--- src/rtl/rsa_pkg.sv ---
// Shared constants, register indexes and controller/datapath link types.
package rsa_pkg;

    localparam int WORD_BITS    = 32;
    localparam int BYTE_BITS    = 8;
    localparam int CNT_BITS     = $clog2(WORD_BITS);
    localparam int CFG_IDX_BITS = 8;

    localparam logic [WORD_BITS-1:0] BYTE_MASK = WORD_BITS'(8'hff);

    // configuration register indexes
    localparam logic [CFG_IDX_BITS-1:0] REG_PUB_MOD  = CFG_IDX_BITS'(0);
    localparam logic [CFG_IDX_BITS-1:0] REG_PUB_EXP  = CFG_IDX_BITS'(1);
    localparam logic [CFG_IDX_BITS-1:0] REG_PRIV_MOD = CFG_IDX_BITS'(2);
    localparam logic [CFG_IDX_BITS-1:0] REG_PRIV_EXP = CFG_IDX_BITS'(3);

    // command codes
    localparam logic CMD_ENCRYPT = 1'b0;
    localparam logic CMD_DECRYPT = 1'b1;

    // multiplier operand selection
    localparam logic MUL_SEL_ACC = 1'b0;
    localparam logic MUL_SEL_SQR = 1'b1;

    typedef struct packed {
        logic [WORD_BITS-1:0] pub_mod;
        logic [WORD_BITS-1:0] pub_exp;
        logic [WORD_BITS-1:0] priv_mod;
        logic [WORD_BITS-1:0] priv_exp;
    } rsa_keys_t;

    typedef struct packed {
        logic load;       // latch the accepted transaction and select key
        logic red_step;   // one restoring step of value mod n
        logic red_end;    // base <= remainder, acc <= 1 mod n
        logic mul_load;   // start a modular multiply
        logic mul_sel;    // MUL_SEL_ACC: acc*base, MUL_SEL_SQR: base*base
        logic mul_step;   // one shift-and-add step
        logic mul_wb;     // write product back to acc or base
        logic exp_shift;  // exponent >>= 1
        logic out_write;  // load the result register
    } rsa_cmd_t;

    typedef struct packed {
        logic key_missing;
        logic exp_one;
        logic cnt_done;
        logic mul_done;
        logic exp_zero;
        logic exp_lsb;
    } rsa_status_t;

endpackage

--- src/rtl/rsa_req_if.sv ---
// Input transaction channel: command, value and end-of-message mark.
interface rsa_req_if;
    import rsa_pkg::*;

    logic                 valid;
    logic                 ready;
    logic                 command;
    logic [WORD_BITS-1:0] data_value;
    logic                 is_last;

    modport source (output valid, output command, output data_value, output is_last,
                    input ready);
    modport sink   (input valid, input command, input data_value, input is_last,
                    output ready);
endinterface

--- src/rtl/rsa_rsp_if.sv ---
// Result transaction channel: result word, key-missing flag, end-of-message mark.
interface rsa_rsp_if;
    import rsa_pkg::*;

    logic                 valid;
    logic                 ready;
    logic [WORD_BITS-1:0] result_value;
    logic                 key_missing;
    logic                 is_last_out;

    modport source (output valid, output result_value, output key_missing,
                    output is_last_out, input ready);
    modport sink   (input valid, input result_value, input key_missing,
                    input is_last_out, output ready);
endinterface

--- src/rtl/rsa_cfg_if.sv ---
// Configuration write channel: register index and write data.
interface rsa_cfg_if;
    import rsa_pkg::*;

    logic                    valid;
    logic                    ready;
    logic [CFG_IDX_BITS-1:0] index;
    logic [WORD_BITS-1:0]    data;

    modport source (output valid, output index, output data, input ready);
    modport sink   (input valid, input index, input data, output ready);
endinterface

--- src/rtl/rsa_datapath.sv ---
// Modexp datapath: key select, restoring reduction, shift-and-add modular multiplier.
module rsa_datapath (
    input  logic                         clk,
    input  rsa_pkg::rsa_keys_t           keys,
    input  logic                         req_command,
    input  logic [rsa_pkg::WORD_BITS-1:0] req_data_value,
    input  logic                         req_is_last,
    input  rsa_pkg::rsa_cmd_t            cmd,
    output rsa_pkg::rsa_status_t         st,
    output logic [rsa_pkg::WORD_BITS-1:0] result_value,
    output logic                         key_missing,
    output logic                         is_last_out
);
    import rsa_pkg::*;

    // (a + b) mod m for a, b < m
    function automatic logic [WORD_BITS-1:0] add_mod(input logic [WORD_BITS-1:0] a,
                                                     input logic [WORD_BITS-1:0] b,
                                                     input logic [WORD_BITS-1:0] m);
        logic [WORD_BITS:0] sum;
        sum = {1'b0, a} + {1'b0, b};
        if (sum >= {1'b0, m})
            sum = sum - {1'b0, m};
        return sum[WORD_BITS-1:0];
    endfunction

    logic                 dec_reg,  dec_next;
    logic                 last_reg, last_next;
    logic                 miss_reg, miss_next;
    logic                 one_reg,  one_next;
    logic [WORD_BITS-1:0] val_reg,  val_next;
    logic [WORD_BITS-1:0] qsh_reg,  qsh_next;
    logic [WORD_BITS-1:0] rem_reg,  rem_next;
    logic [CNT_BITS-1:0]  cnt_reg,  cnt_next;
    logic [WORD_BITS-1:0] mod_reg,  mod_next;
    logic [WORD_BITS-1:0] exp_reg,  exp_next;
    logic [WORD_BITS-1:0] acc_reg,  acc_next;
    logic [WORD_BITS-1:0] base_reg, base_next;
    logic [WORD_BITS-1:0] ma_reg,   ma_next;
    logic [WORD_BITS-1:0] mb_reg,   mb_next;
    logic [WORD_BITS-1:0] macc_reg, macc_next;
    logic                 sel_reg,  sel_next;
    logic [WORD_BITS-1:0] res_reg,  res_next;
    logic                 omiss_reg, omiss_next;
    logic                 olast_reg, olast_next;

    logic [WORD_BITS-1:0] sel_mod;
    logic [WORD_BITS-1:0] sel_exp;
    logic [WORD_BITS:0]   rem_shift;
    logic [WORD_BITS-1:0] rem_step;
    logic [WORD_BITS-1:0] res_raw;

    always_comb
    begin
        sel_mod = (req_command == CMD_DECRYPT) ? keys.priv_mod : keys.pub_mod;
        sel_exp = (req_command == CMD_DECRYPT) ? keys.priv_exp : keys.pub_exp;

        rem_shift = {rem_reg, qsh_reg[WORD_BITS-1]};
        if (rem_shift >= {1'b0, mod_reg})
            rem_shift = rem_shift - {1'b0, mod_reg};
        rem_step = rem_shift[WORD_BITS-1:0];

        res_raw = miss_reg ? '0 : (one_reg ? val_reg : acc_reg);
        if (dec_reg)
            res_raw = res_raw & BYTE_MASK;
    end

    always_comb
    begin
        dec_next   = dec_reg;
        last_next  = last_reg;
        miss_next  = miss_reg;
        one_next   = one_reg;
        val_next   = val_reg;
        qsh_next   = qsh_reg;
        rem_next   = rem_reg;
        cnt_next   = cnt_reg;
        mod_next   = mod_reg;
        exp_next   = exp_reg;
        acc_next   = acc_reg;
        base_next  = base_reg;
        ma_next    = ma_reg;
        mb_next    = mb_reg;
        macc_next  = macc_reg;
        sel_next   = sel_reg;
        res_next   = res_reg;
        omiss_next = omiss_reg;
        olast_next = olast_reg;

        if (cmd.load)
        begin
            dec_next  = (req_command == CMD_DECRYPT);
            last_next = req_is_last;
            mod_next  = sel_mod;
            exp_next  = sel_exp;
            miss_next = (sel_mod == '0) || (sel_exp == '0);
            one_next  = (sel_exp == WORD_BITS'(1));
            val_next  = (req_command == CMD_DECRYPT) ? req_data_value
                                                     : (req_data_value & BYTE_MASK);
            qsh_next  = (req_command == CMD_DECRYPT) ? req_data_value
                                                     : (req_data_value & BYTE_MASK);
            rem_next  = '0;
            cnt_next  = '0;
        end

        if (cmd.red_step)
        begin
            rem_next = rem_step;
            qsh_next = {qsh_reg[WORD_BITS-2:0], 1'b0};
            cnt_next = cnt_reg + CNT_BITS'(1);
        end

        if (cmd.red_end)
        begin
            base_next = rem_reg;
            acc_next  = (mod_reg == WORD_BITS'(1)) ? '0 : WORD_BITS'(1);
        end

        if (cmd.mul_step)
        begin
            if (mb_reg[0])
                macc_next = add_mod(macc_reg, ma_reg, mod_reg);
            ma_next = add_mod(ma_reg, ma_reg, mod_reg);
            mb_next = {1'b0, mb_reg[WORD_BITS-1:1]};
        end

        if (cmd.mul_wb)
        begin
            if (sel_reg == MUL_SEL_ACC)
                acc_next = macc_reg;
            else
                base_next = macc_reg;
        end

        // load after write-back so a square may start in the same cycle
        if (cmd.mul_load)
        begin
            sel_next  = cmd.mul_sel;
            ma_next   = (cmd.mul_sel == MUL_SEL_ACC) ? acc_reg : base_reg;
            mb_next   = base_reg;
            macc_next = '0;
        end

        if (cmd.exp_shift)
            exp_next = {1'b0, exp_reg[WORD_BITS-1:1]};

        if (cmd.out_write)
        begin
            res_next   = res_raw;
            omiss_next = miss_reg;
            olast_next = last_reg;
        end
    end

    always_ff @(posedge clk)
    begin
        dec_reg   <= dec_next;
        last_reg  <= last_next;
        miss_reg  <= miss_next;
        one_reg   <= one_next;
        val_reg   <= val_next;
        qsh_reg   <= qsh_next;
        rem_reg   <= rem_next;
        cnt_reg   <= cnt_next;
        mod_reg   <= mod_next;
        exp_reg   <= exp_next;
        acc_reg   <= acc_next;
        base_reg  <= base_next;
        ma_reg    <= ma_next;
        mb_reg    <= mb_next;
        macc_reg  <= macc_next;
        sel_reg   <= sel_next;
        res_reg   <= res_next;
        omiss_reg <= omiss_next;
        olast_reg <= olast_next;
    end

    assign st.key_missing = miss_reg;
    assign st.exp_one     = one_reg;
    assign st.cnt_done    = (cnt_reg == CNT_BITS'(WORD_BITS - 1));
    assign st.mul_done    = (mb_reg == '0);
    assign st.exp_zero    = (exp_reg == '0);
    assign st.exp_lsb     = exp_reg[0];

    assign result_value = res_reg;
    assign key_missing  = omiss_reg;
    assign is_last_out  = olast_reg;

endmodule

--- src/rtl/rsa_ctrl.sv ---
// Modexp sequencer: reduction, square-and-multiply loop, result hand-off.
module rsa_ctrl (
    input  logic                 clk,
    input  logic                 rst_n,
    input  logic                 req_valid,
    output logic                 req_ready,
    output logic                 rsp_valid,
    input  logic                 rsp_ready,
    input  rsa_pkg::rsa_status_t st,
    output rsa_pkg::rsa_cmd_t    cmd
);
    import rsa_pkg::*;

    localparam logic [2:0] S_IDLE    = 3'd0;
    localparam logic [2:0] S_CHECK   = 3'd1;
    localparam logic [2:0] S_RED     = 3'd2;
    localparam logic [2:0] S_RED_END = 3'd3;
    localparam logic [2:0] S_EXP     = 3'd4;
    localparam logic [2:0] S_MUL_ACC = 3'd5;
    localparam logic [2:0] S_MUL_SQR = 3'd6;
    localparam logic [2:0] S_FINISH  = 3'd7;

    logic [2:0] state_reg, state_next;
    logic       ovld_reg,  ovld_next;
    logic       slot_free;

    assign slot_free = !ovld_reg || rsp_ready;
    assign req_ready = (state_reg == S_IDLE);
    assign rsp_valid = ovld_reg;

    always_comb
    begin
        state_next = state_reg;
        ovld_next  = ovld_reg && !rsp_ready;
        cmd        = '0;

        unique case (state_reg)
            S_IDLE:
            begin
                if (req_valid)
                begin
                    cmd.load   = 1'b1;
                    state_next = S_CHECK;
                end
            end
            S_CHECK:
            begin
                if (st.key_missing || st.exp_one)
                    state_next = S_FINISH;
                else
                    state_next = S_RED;
            end
            S_RED:
            begin
                cmd.red_step = 1'b1;
                if (st.cnt_done)
                    state_next = S_RED_END;
            end
            S_RED_END:
            begin
                cmd.red_end = 1'b1;
                state_next  = S_EXP;
            end
            S_EXP:
            begin
                if (st.exp_zero)
                    state_next = S_FINISH;
                else if (st.exp_lsb)
                begin
                    cmd.mul_load = 1'b1;
                    cmd.mul_sel  = MUL_SEL_ACC;
                    state_next   = S_MUL_ACC;
                end
                else
                begin
                    cmd.mul_load = 1'b1;
                    cmd.mul_sel  = MUL_SEL_SQR;
                    state_next   = S_MUL_SQR;
                end
            end
            S_MUL_ACC:
            begin
                if (st.mul_done)
                begin
                    cmd.mul_wb   = 1'b1;
                    cmd.mul_load = 1'b1;
                    cmd.mul_sel  = MUL_SEL_SQR;
                    state_next   = S_MUL_SQR;
                end
                else
                    cmd.mul_step = 1'b1;
            end
            S_MUL_SQR:
            begin
                if (st.mul_done)
                begin
                    cmd.mul_wb    = 1'b1;
                    cmd.exp_shift = 1'b1;
                    state_next    = S_EXP;
                end
                else
                    cmd.mul_step = 1'b1;
            end
            S_FINISH:
            begin
                if (slot_free)
                begin
                    cmd.out_write = 1'b1;
                    ovld_next     = 1'b1;
                    state_next    = S_IDLE;
                end
            end
            default:
            begin
                state_next = S_IDLE;
            end
        endcase
    end

    always_ff @(posedge clk or negedge rst_n)
    begin
        if (!rst_n)
        begin
            state_reg <= S_IDLE;
            ovld_reg  <= 1'b0;
        end
        else
        begin
            state_reg <= state_next;
            ovld_reg  <= ovld_next;
        end
    end

endmodule

--- src/rtl/rsa_modexp_cipher.sv ---
// Sequence: when the key is missing or the exponent is one the result is written
//   directly; otherwise the value is reduced mod n, then each exponent bit takes a
//   multiply if the bit is set and a square, each a shift-and-add modular multiply.
// Throughput: one transaction at a time, set by the single shared shift-and-add
//   multiplier; a new transaction is taken while the last result waits.
// Reset: rst_n asynchronous, active low; clears the sequencer and the key registers.
module rsa_modexp_cipher (
    input  logic          clk,
    input  logic          rst_n,
    rsa_req_if.sink       req,
    rsa_rsp_if.source     rsp,
    rsa_cfg_if.sink       cfg
);
    import rsa_pkg::*;

    rsa_keys_t   keys_reg;
    rsa_keys_t   keys_next;
    rsa_cmd_t    cmd;
    rsa_status_t st;
    logic        cfg_write;

    // Key registers: write only while the block is idle (not enforced by the block).
    // Writes are always accepted; an index past the last register is dropped.
    assign cfg.ready = 1'b1;
    assign cfg_write = cfg.valid && cfg.ready;

    always_comb
    begin
        keys_next = keys_reg;
        if (cfg_write)
        begin
            unique case (cfg.index)
                REG_PUB_MOD:  keys_next.pub_mod  = cfg.data;
                REG_PUB_EXP:  keys_next.pub_exp  = cfg.data;
                REG_PRIV_MOD: keys_next.priv_mod = cfg.data;
                REG_PRIV_EXP: keys_next.priv_exp = cfg.data;
                default:      keys_next = keys_reg;
            endcase
        end
    end

    always_ff @(posedge clk or negedge rst_n)
    begin
        if (!rst_n)
            keys_reg <= '0;
        else
            keys_reg <= keys_next;
    end

    // Sequencer: accepts a transaction only from idle, walks the reduction and
    // the square-and-multiply loop, then parks the result in the output register.
    rsa_ctrl u_ctrl (
        .clk       (clk),
        .rst_n     (rst_n),
        .req_valid (req.valid),
        .req_ready (req.ready),
        .rsp_valid (rsp.valid),
        .rsp_ready (rsp.ready),
        .st        (st),
        .cmd       (cmd)
    );

    // Datapath: holds the selected key, the running base/accumulator and the
    // result register that drives the response channel.
    rsa_datapath u_dp (
        .clk            (clk),
        .keys           (keys_reg),
        .req_command    (req.command),
        .req_data_value (req.data_value),
        .req_is_last    (req.is_last),
        .cmd            (cmd),
        .st             (st),
        .result_value   (rsp.result_value),
        .key_missing    (rsp.key_missing),
        .is_last_out    (rsp.is_last_out)
    );

    // A taken transaction leaves the input side busy on the next cycle.
    assert property (@(posedge clk) disable iff (!rst_n)
        (req.valid && req.ready) |=> !req.ready)
        else $error("input still ready right after a transaction");

    // A missing key always reports a zero result.
    assert property (@(posedge clk) disable iff (!rst_n)
        (rsp.valid && rsp.key_missing) |-> (rsp.result_value == '0))
        else $error("key missing with nonzero result");

    // A new response appears only after the result register was loaded.
    assert property (@(posedge clk) disable iff (!rst_n)
        $rose(rsp.valid) |-> $past(cmd.out_write))
        else $error("response valid without a result write");

    // Reduction and multiply never overlap.
    assert property (@(posedge clk) disable iff (!rst_n)
        !(cmd.red_step && (cmd.mul_step || cmd.mul_load)))
        else $error("reduction and multiply commanded together");

endmodule
--- src/flat_wrapper.sv ---
// flat-port wrapper written by rule: the top's interface ports become plain ports
module rsa_modexp_cipher_flat import rsa_pkg::*;
  (clk, rst_n, req_valid, req_command, req_data_value, req_is_last, req_ready, rsp_valid, rsp_result_value, rsp_key_missing, rsp_is_last_out, rsp_ready, cfg_valid, cfg_index, cfg_data, cfg_ready);
  rsa_req_if req_i ();
  rsa_rsp_if rsp_i ();
  rsa_cfg_if cfg_i ();
  input  logic clk;
  input  logic rst_n;
  input wire logic [$bits(req_i.valid)-1:0] req_valid;
  input wire logic [$bits(req_i.command)-1:0] req_command;
  input wire logic [$bits(req_i.data_value)-1:0] req_data_value;
  input wire logic [$bits(req_i.is_last)-1:0] req_is_last;
  output wire logic [$bits(req_i.ready)-1:0] req_ready;
  output wire logic [$bits(rsp_i.valid)-1:0] rsp_valid;
  output wire logic [$bits(rsp_i.result_value)-1:0] rsp_result_value;
  output wire logic [$bits(rsp_i.key_missing)-1:0] rsp_key_missing;
  output wire logic [$bits(rsp_i.is_last_out)-1:0] rsp_is_last_out;
  input wire logic [$bits(rsp_i.ready)-1:0] rsp_ready;
  input wire logic [$bits(cfg_i.valid)-1:0] cfg_valid;
  input wire logic [$bits(cfg_i.index)-1:0] cfg_index;
  input wire logic [$bits(cfg_i.data)-1:0] cfg_data;
  output wire logic [$bits(cfg_i.ready)-1:0] cfg_ready;
  assign req_i.valid = req_valid;
  assign req_i.command = req_command;
  assign req_i.data_value = req_data_value;
  assign req_i.is_last = req_is_last;
  assign req_ready = req_i.ready;
  assign rsp_valid = rsp_i.valid;
  assign rsp_result_value = rsp_i.result_value;
  assign rsp_key_missing = rsp_i.key_missing;
  assign rsp_is_last_out = rsp_i.is_last_out;
  assign rsp_i.ready = rsp_ready;
  assign cfg_i.valid = cfg_valid;
  assign cfg_i.index = cfg_index;
  assign cfg_i.data = cfg_data;
  assign cfg_ready = cfg_i.ready;
  rsa_modexp_cipher u_core (.clk(clk), .rst_n(rst_n), .req(req_i), .rsp(rsp_i), .cfg(cfg_i));
endmodule
--- config.mk ---
export PLATFORM = sky130hd
export DESIGN_NAME = rsa_modexp_cipher_flat
export DESIGN_NICKNAME = d
export VERILOG_FILES = /design/src/rtl/rsa_pkg.sv /design/src/rtl/rsa_req_if.sv /design/src/rtl/rsa_rsp_if.sv /design/src/rtl/rsa_cfg_if.sv /design/src/rtl/rsa_datapath.sv /design/src/rtl/rsa_ctrl.sv /design/src/rtl/rsa_modexp_cipher.sv /design/src/flat_wrapper.sv
export SDC_FILE = /design/constraint.sdc
export NUM_CORES = 1
export LEC_CHECK = 0
export BUFFER_PORTS_ARGS = -buffer_cell sky130_fd_sc_hd__buf_2
export CAP_MARGIN = 10
export CORE_ASPECT_RATIO = 1.5
export CORE_MARGIN = 8
export CORE_UTILIZATION = 60
export DETAILED_ROUTE_END_ITERATION = 8
export HOLD_SLACK_MARGIN = 0.06
export PLACE_DENSITY_LB_ADDON = 0.2
export SLEW_MARGIN = 20
export SYNTH_ARGS = -nofsm -noshare
export SYNTH_HDL_FRONTEND = slang
export SYNTH_SLANG_ARGS = --single-unit
--- constraint.sdc ---
create_clock -name clk -period 6.9 [get_ports clk]
set_input_delay 1.38 -clock clk [delete_from_list [all_inputs] [get_ports clk]]
set_output_delay 1.38 -clock clk [all_outputs]
set_load 0.005 [all_outputs]
==> results of run 1 <==
critical path: stages, from the launching register on:
cell      delay, ns
edfxtp_1       0.42
ha_1           0.26
fa_1           0.44
a211oi_1       0.43
nor4_1         0.14
o41a_1         0.48
o21ba_1        0.22
o221ai_2       0.23
nor2b_1        0.17
o21ai_0        0.14
xor2_1         0.20
ha_1           0.40
nand4_1        0.16
or4_1          0.55
o211ai_1       0.31
a21o_1         0.25
a41oi_2        0.16
o31ai_4        0.27
buf_12         0.28
nor2_1         0.11
a22o_1         0.23
a31o_2         0.21
final cells by class:
class | instances | area [um^2] | share of cell area [%]
clock buffer | 64 | 1310 | 4.35
clock inverter | 23 | 269 | 0.891
inverter | 71 | 267 | 0.883
multi-input combinational | 1912 | 13600 | 45.0
sequential | 496 | 13300 | 43.9
tap | 588 | 736 | 2.44
timing repair buffer | 139 | 779 | 2.58
per-layer routing:
layer	global-route usage (%)	part of all wire, %	up-vias
met4	18.8	7.3	0
met5	0	0	-
li1	-	-	9675
met3	3.16	3.7	183
met2	51.1	52	548
met1	31.6	37	10100
layout by cell type (no fill, tap or decap), drive strengths merged, types with 30 or more instances in the layout:
cell type  count
nand2        300
edfxtp       266
mux2i        197
o21ai        185
mux2         165
nor2         163
a21oi        143
buf          139
dfrtp        132
ha           130
dfxtp         98
inv           73
xnor2         66
clkbuf        64
a21o          60
nor4          53
xor2          44
nand3         38
and2          34
a22o          33
nor3          30
cell families (layout without fill, tap and decap cells):
group           Yosys count  in the layout  share of synthesized area (%)
compound gates          574            574                           13.3
xor+xnor                110            110                           3.50
fa+ha+maj               134            134                           6.20
buf+inv                 189            297                           2.73
flops                   496            496                           48.2
mux                     362            362                           13.9
other cells               1              1                         0.0136
simple gates            731            731                           12.2
power groups by stage:
stage | Combinational, uW | Sequential, uW | Clock [uW]
2_1_floorplan | 5600 | 4440 | 0
3_3_place_gp | 7160 | 4600 | 0
4_1_cts | 7320 | 4570 | 2720
6_report | 7400 | 4580 | 2690
5_1_grt | 8100 | 4640 | 2820
3_5_place_dp | 7280 | 4620 | 0
per-stage QoR:
step / utilization [%] / instances
floorplan: - / 2597
global placement: 62.8 / 3206
detailed placement: 62.8 / 3206
CTS: 66.3 / 3293
global route: 66.3 / 3293
finish: 66.3 / 3293
worst max-delay path by stage:
stage                     cells after the start  slack [ns]                                    end
after detailed placement                     21        0.84  u_core.u_dp.macc_reg[26]$_SDFFE_PP0P_
final                                        21        0.70  u_core.u_dp.macc_reg[26]$_SDFFE_PP0P_
after global routing                         24        0.34  u_core.u_dp.macc_reg[26]$_SDFFE_PP0P_
after floorplan                               4        1.03        u_core.u_dp.ma_reg[0]$_DFFE_PP_
after CTS                                    21        0.80  u_core.u_dp.macc_reg[26]$_SDFFE_PP0P_
after global placement                       21        0.90  u_core.u_dp.macc_reg[26]$_SDFFE_PP0P_
==> flow_metrics.tcl, run 1 <==
set metrics [dict create \
    intPower_uw 8480 \
    routedWlPerCell_um 23.5 \
    fp.dieW_um 191 \
    setup_ws_ns 0.698 \
    synthTopCellsByArea "edfxtp_1 29%, dfrtp_1 12%, mux2i_1 7.2%, dfxtp_1 7.1%, mux2_2 6.8%" \
    antenna_left 0 \
    syn_area_per_cell_um2 10.6 \
    drive_above_1_share_pct 15.0 \
    timing.rr.start "u_core.u_dp.ma_reg[0]$_DFFE_PP_" \
    hold_depth 0 \
    hold_viol 0 \
    cts_made_buffers 47 \
    die_h_um 278 \
    viasPerCell 6.23 \
    p_per_area_mw_per_mm2 486 \
    synth_flop_cell "edfxtp_1" \
    yosysTopAreaCellShare_pct 29.0 \
    crit_type "reg -> reg" \
    area_delta_synth_final_pct 9.71 \
    crit_fanout 27 \
    ff2ff_path_depth 21 \
    clockBufferDepth 3 \
    finalCritPeriodShare_pct 89.9 \
    synth.most_common_cell "nand2_1" \
    p_leak_uw 0.0132 \
    synth_area_mm2 0.0275 \
    finalCriticalPeriod_ns 6.20 \
    worstReg2RegEnd "u_core.u_dp.macc_reg[26]$_SDFFE_PP0P_" \
    insertion_delay_ns 0.58 \
    synth_common_cells "300 x nand2_1, 266 x edfxtp_1, 197 x mux2i_1" \
    yosys.area.top_type "edfxtp_1" \
    clockRootBuffer "clkbuf_16" \
    drcViolationCount 0 \
    min_path_type "reg -> reg" \
    yosysWarnings 0 \
    p_comb_share_pct 50.5 \
    arrival_ns 6.66 \
    routed_wl_mm 77.3 \
    syn_nets 2810 \
    grt_overflow_total 0 \
    netlist_instances 2597 \
    critPathLaunch "u_core.u_dp.ma_reg[0]$_DFFE_PP_" \
    grt_max_degree 80 \
    cts_hold_buffers 0 \
    grt_first_pass_wirelength_mm 119 \
    synth_cell_types 78 \
    share_seq_of_total_power_pct 31.2 \
    fillers 3624 \
    num-nets-final 2880 \
    worstHoldEndpoint "u_core.u_dp.is_last_out$_DFFE_PP_" \
    tightestPinTransition_ns 1.12 \
    cts_resized 0 \
    clock_sinks 496 \
    rrSetupSlack_ns 0.70 \
    skew_ns 0.0221 \
    max-cap-violations 0 \
    max_freq_ghz 0.161 \
    start_util_pct 60.5 \
    dpl_cell_area_mm2 0.0286 \
    synth_edf_count 266 \
    core_mm2 0.0455 \
    slew_headroom_pct 24.9 \
    antenna_cells 0 \
    power_uw 14700 \
    grt_usage_pct 28.6 \
    dieArea_mm2 0.0531 \
    swShare_pct 42.2 \
    worstSetupEndpointType "register" \
    vias 20500 \
    htree_levels 2 \
    drv_slew 0 \
    yosysSeqAreaShare_pct 48.2 \
    hpwl_mm 57.5 \
    grt_pass1_vias 20800 \
    row_count 96 \
    gpl.final_weighted_congestion 0.929 \
    p_switching_uw 6190 \
    post-place-ws_ns 0.836 \
    cp.required_ns 7.36 \
    antenna_found_initial 0 \
    finalSetupTns_ns 0 \
    setup_viol 0 \
    clkPwrFrac_pct 18.3 \
    clk_pin_slew_ns 0.07 \
    worstHoldStart "u_core.u_dp.last_reg$_DFFE_PP_" \
    drtPass1Iterations 5 \
    rsz0062_at_grt "no" \
    vdd_drop_max_mv 0.245 \
    num_io_pins 116 \
    cts_tree "built" \
    drtIter0Drc 1215 \
    post-cts-setup-buffer-count 0 \
    whs_ns 0.429 \
    synthArstFlopShare_pct 26.6 \
    port_buffers 114 \
    largest_reg_flops 128 \
    status "finished, final reports clean" \
    startpoint_type "register" \
    synth-seq-cells 496 \
    final_area_mm2 0.0302 \
]
(Power assumes the default switching activity.)
==> run 2: changes to the inputs <==
Settings changed: ABC_AREA set to 1.
==> run 2 against run 1 <==
Worst setup slack improved by 1.4 ns. Register-to-register slack better by 1.4 ns. Critical endpoint is now u_core.u_dp.macc_reg[4]$_SDFFE_PP0P_. Cell count up 38%. Clock power decreased by 5%. Total power grew 2.1%. Sequential share of layout area fell by 2.9 points. Clock skew up 0.021 ns. Core utilization fell by 0.79 points. The flow now finishes with violations (design-rule violations). Hold slack better by 0.0037 ns.
==> flow_metrics.tcl, run 2 <==
set metrics [dict create \
    insertion_delay_ns 0.60 \
    cts_resized 0 \
    clkPwrFrac_pct 17.0 \
    num-nets-final 4060 \
    yosysWarnings 0 \
    hpwl_mm 76.7 \
    drive_above_1_share_pct 7.52 \
    place_inst 4461 \
    p_per_area_mw_per_mm2 464 \
    yosysTopAreaCellShare_pct 26.8 \
    dieArea_mm2 0.0572 \
    yosys.area.top_type "edfxtp_1" \
    routedWlPerCell_um 22.2 \
    grt_use_met2_pct 58.1 \
    cp_slowest_stage_delay_ns 0.65 \
    slowest_stage "nor2_4" \
    finalSetupTns_ns 0 \
    path_cells "ha_1 > nand2_1 > nor2_1 > inv_1 > nor2_1 > nand4_1 > nand3_1 > nand2_1 > nand2_1 > inv_1 > ha_1 > nand2_1 > nor2_1 > nand2_1 > nor2_1 > nand2_1 > nand2_1 > a21oi_1 > nand2_1 > nor2_4 > nand2_4 > nand2_1 > nand3_1 > a21oi_1" \
    syn_area_per_cell_um2 7.83 \
    grt_use_met3_pct 6.13 \
    synthArstFlopShare_pct 26.6 \
    crit_fanout 33 \
    grt_usage_pct 35.0 \
    intPower_uw 7890 \
    cpMostUsedCell "nand2_1" \
    critPathLaunch "u_core.u_dp.macc_reg[11]$_SDFFE_PP0P_" \
    gpl.final_weighted_congestion 1.08 \
    vdd_drop_max_mv 0.316 \
    largest_reg_flops 128 \
    layout_commonest_cell "nand2_1" \
    synthTopCellsByArea "edfxtp_1 27%, nand2_1 14%, dfrtp_1 11%, dfxtp_1 6.6%, o21ai_0 6.0%" \
    cts_tree "built" \
    drcViolationCount 2 \
    drv_slew 0 \
    grt_first_pass_wirelength_mm 152 \
    clockBufferDepth 3 \
    post-cts-setup-buffer-count 0 \
    grt_overflow_total 0 \
    fillers 4377 \
    tightestPinTransition_ns 1.11 \
    swShare_pct 47.4 \
    synth-seq-cells 496 \
    synth_edf_count 266 \
    syn_nets 4017 \
    ff2ff_path_depth 24 \
    clockRootBuffer "clkbuf_16" \
    die_h_um 289 \
    setup_viol 0 \
    p_switching_uw 7090 \
    drtPass1Iterations 9 \
    rrSetupSlack_ns 2.08 \
    clock_sinks 496 \
    skew_ns 0.0434 \
    routed_wl_mm 101 \
    worstHoldStart "u_core.u_dp.last_reg$_DFFE_PP_" \
    synth_area_mm2 0.0298 \
    final_area_mm2 0.0323 \
    synth.most_common_cell "nand2_1" \
    grt_max_degree 95 \
    synth_common_cells "1089 x nand2_1, 431 x inv_1, 357 x o21ai_0" \
    grtUsageMet1_pct 38.0 \
    cts_hold_buffers 0 \
    num_io_pins 116 \
    row_count 100 \
    start_util_pct 60.4 \
    worstSetupEndpoint "u_core.u_dp.macc_reg[4]$_SDFFE_PP0P_" \
    timing.rr.start "u_core.u_dp.macc_reg[11]$_SDFFE_PP0P_" \
    busiest_layer "met2" \
    netlist_instances 3804 \
    min_path_type "reg -> reg" \
    max-cap-violations 0 \
    crit_type "reg -> reg" \
    synth_flop_cell "edfxtp_1" \
    worstSetupEndpointType "register" \
    port_buffers 114 \
    share_seq_of_total_power_pct 30.1 \
    slew_headroom_pct 25.6 \
    area_delta_synth_final_pct 8.51 \
    max_freq_ghz 0.207 \
    vias 26900 \
    stdcell_count 4551 \
    htree_levels 2 \
    antenna_found_initial 1 \
    grt_pass1_vias 26100 \
    clk_pin_slew_ns 0.07 \
    arrival_ns 5.31 \
    core_mm2 0.0493 \
    drtIter0Drc 2381 \
    final_cell_mix "1081 x nand2_1, 430 x inv_1, 357 x o21ai_0, 266 x edfxtp_1, 253 x nor2_1" \
    finalCritPeriodShare_pct 69.9 \
    violations "design-rule violations" \
    startpoint_type "register" \
    antenna_left 0 \
    p_leak_uw 0.0147 \
    viasPerCell 5.91 \
    hold_viol 0 \
    dpl_cell_area_mm2 0.0308 \
    worstReg2RegEnd "u_core.u_dp.macc_reg[4]$_SDFFE_PP0P_" \
    p_comb_share_pct 52.9 \
    cts_made_buffers 46 \
    rsz0062_at_grt "no" \
    fp.dieW_um 198 \
    post-route-util_pct 65.5 \
    yosysSeqAreaShare_pct 44.5 \
    finalCriticalPeriod_ns 4.82 \
    status "complete, but fails checks" \
    synth_cell_types 60 \
    cp.required_ns 7.39 \
]
==> run 2: cell type report <==
| class | count | area, um^2 | area share, % |
|---|---|---|---|
| diodes | 3 | 7.51 | 0.0232 |
| inverters | 434 | 1630 | 5.05 |
| flip-flops and latches | 496 | 13300 | 41.0 |
| well taps | 663 | 830 | 2.57 |
| multi-input cells | 2731 | 14300 | 44.3 |
| clock inverters | 15 | 105 | 0.325 |
| clock buffers | 71 | 1380 | 4.27 |
| repair buffers | 138 | 776 | 2.40 |
==> run 2: worst min-delay path by stage <==
stage / to / slack (ns) / cells after the start
2_1_floorplan: u_core.u_dp.is_last_out$_DFFE_PP_ / 0.40 / 0
3_3_place_gp: u_core.u_dp.is_last_out$_DFFE_PP_ / 0.41 / 0
3_5_place_dp: u_core.u_dp.is_last_out$_DFFE_PP_ / 0.42 / 0
4_1_cts: u_core.u_dp.is_last_out$_DFFE_PP_ / 0.43 / 0
5_1_grt: u_core.u_dp.is_last_out$_DFFE_PP_ / 0.45 / 0
6_report: u_core.u_dp.is_last_out$_DFFE_PP_ / 0.43 / 0
==> run 2: power by group through the flow <==
| stage | Clock [uW] | Sequential, uW | Combinational (uW) |
|---|---|---|---|
| global route | 2670 | 4540 | 8760 |
| floorplan | 0 | 4330 | 5670 |
| CTS | 2560 | 4490 | 7780 |
| finish | 2550 | 4500 | 7930 |
| detailed placement | 0 | 4540 | 7730 |
| global placement | 0 | 4520 | 7710 |
==> run 2: cell families after synthesis <==
logic type,share of synthesized area [%]
AO/OA/AOI/OAI,12.9
XOR/XNOR,2.32
adder cells (fa/ha/maj),5.73
buffers and inverters,7.67
flip-flops,44.5
multiplexers,2.10
other,0.0126
AND/OR/NAND/NOR,24.8
==> run 2: metal layers <==
layer / vias up / routed length [um]
met5: - / 0
met4: 0 / 11100
met3: 410 / 7360
met2: 1229 / 47600
met1: 12500 / 34900
li1: 12800 / -
==> run 2: per-stage QoR <==
stage | worst slack, ns | total power (uW) | hold WS [ns]
finish | 2.08 | 15000 | 0.432
global route | 1.67 | 16000 | 0.453
CTS | 2.26 | 14800 | 0.434
detailed placement | 2.28 | 12300 | 0.418
global placement | 2.34 | 12200 | 0.406
floorplan | 1.22 | 10000 | 0.400
==> run 2: worst max-delay path: cells and delay by family (launching register included) <==
kind,cells,cell delay (ns)
flops,1,0.44
simple gates,18,3.05
fa+ha+maj,2,0.80
compound gates,2,0.28
buf+inv,2,0.16
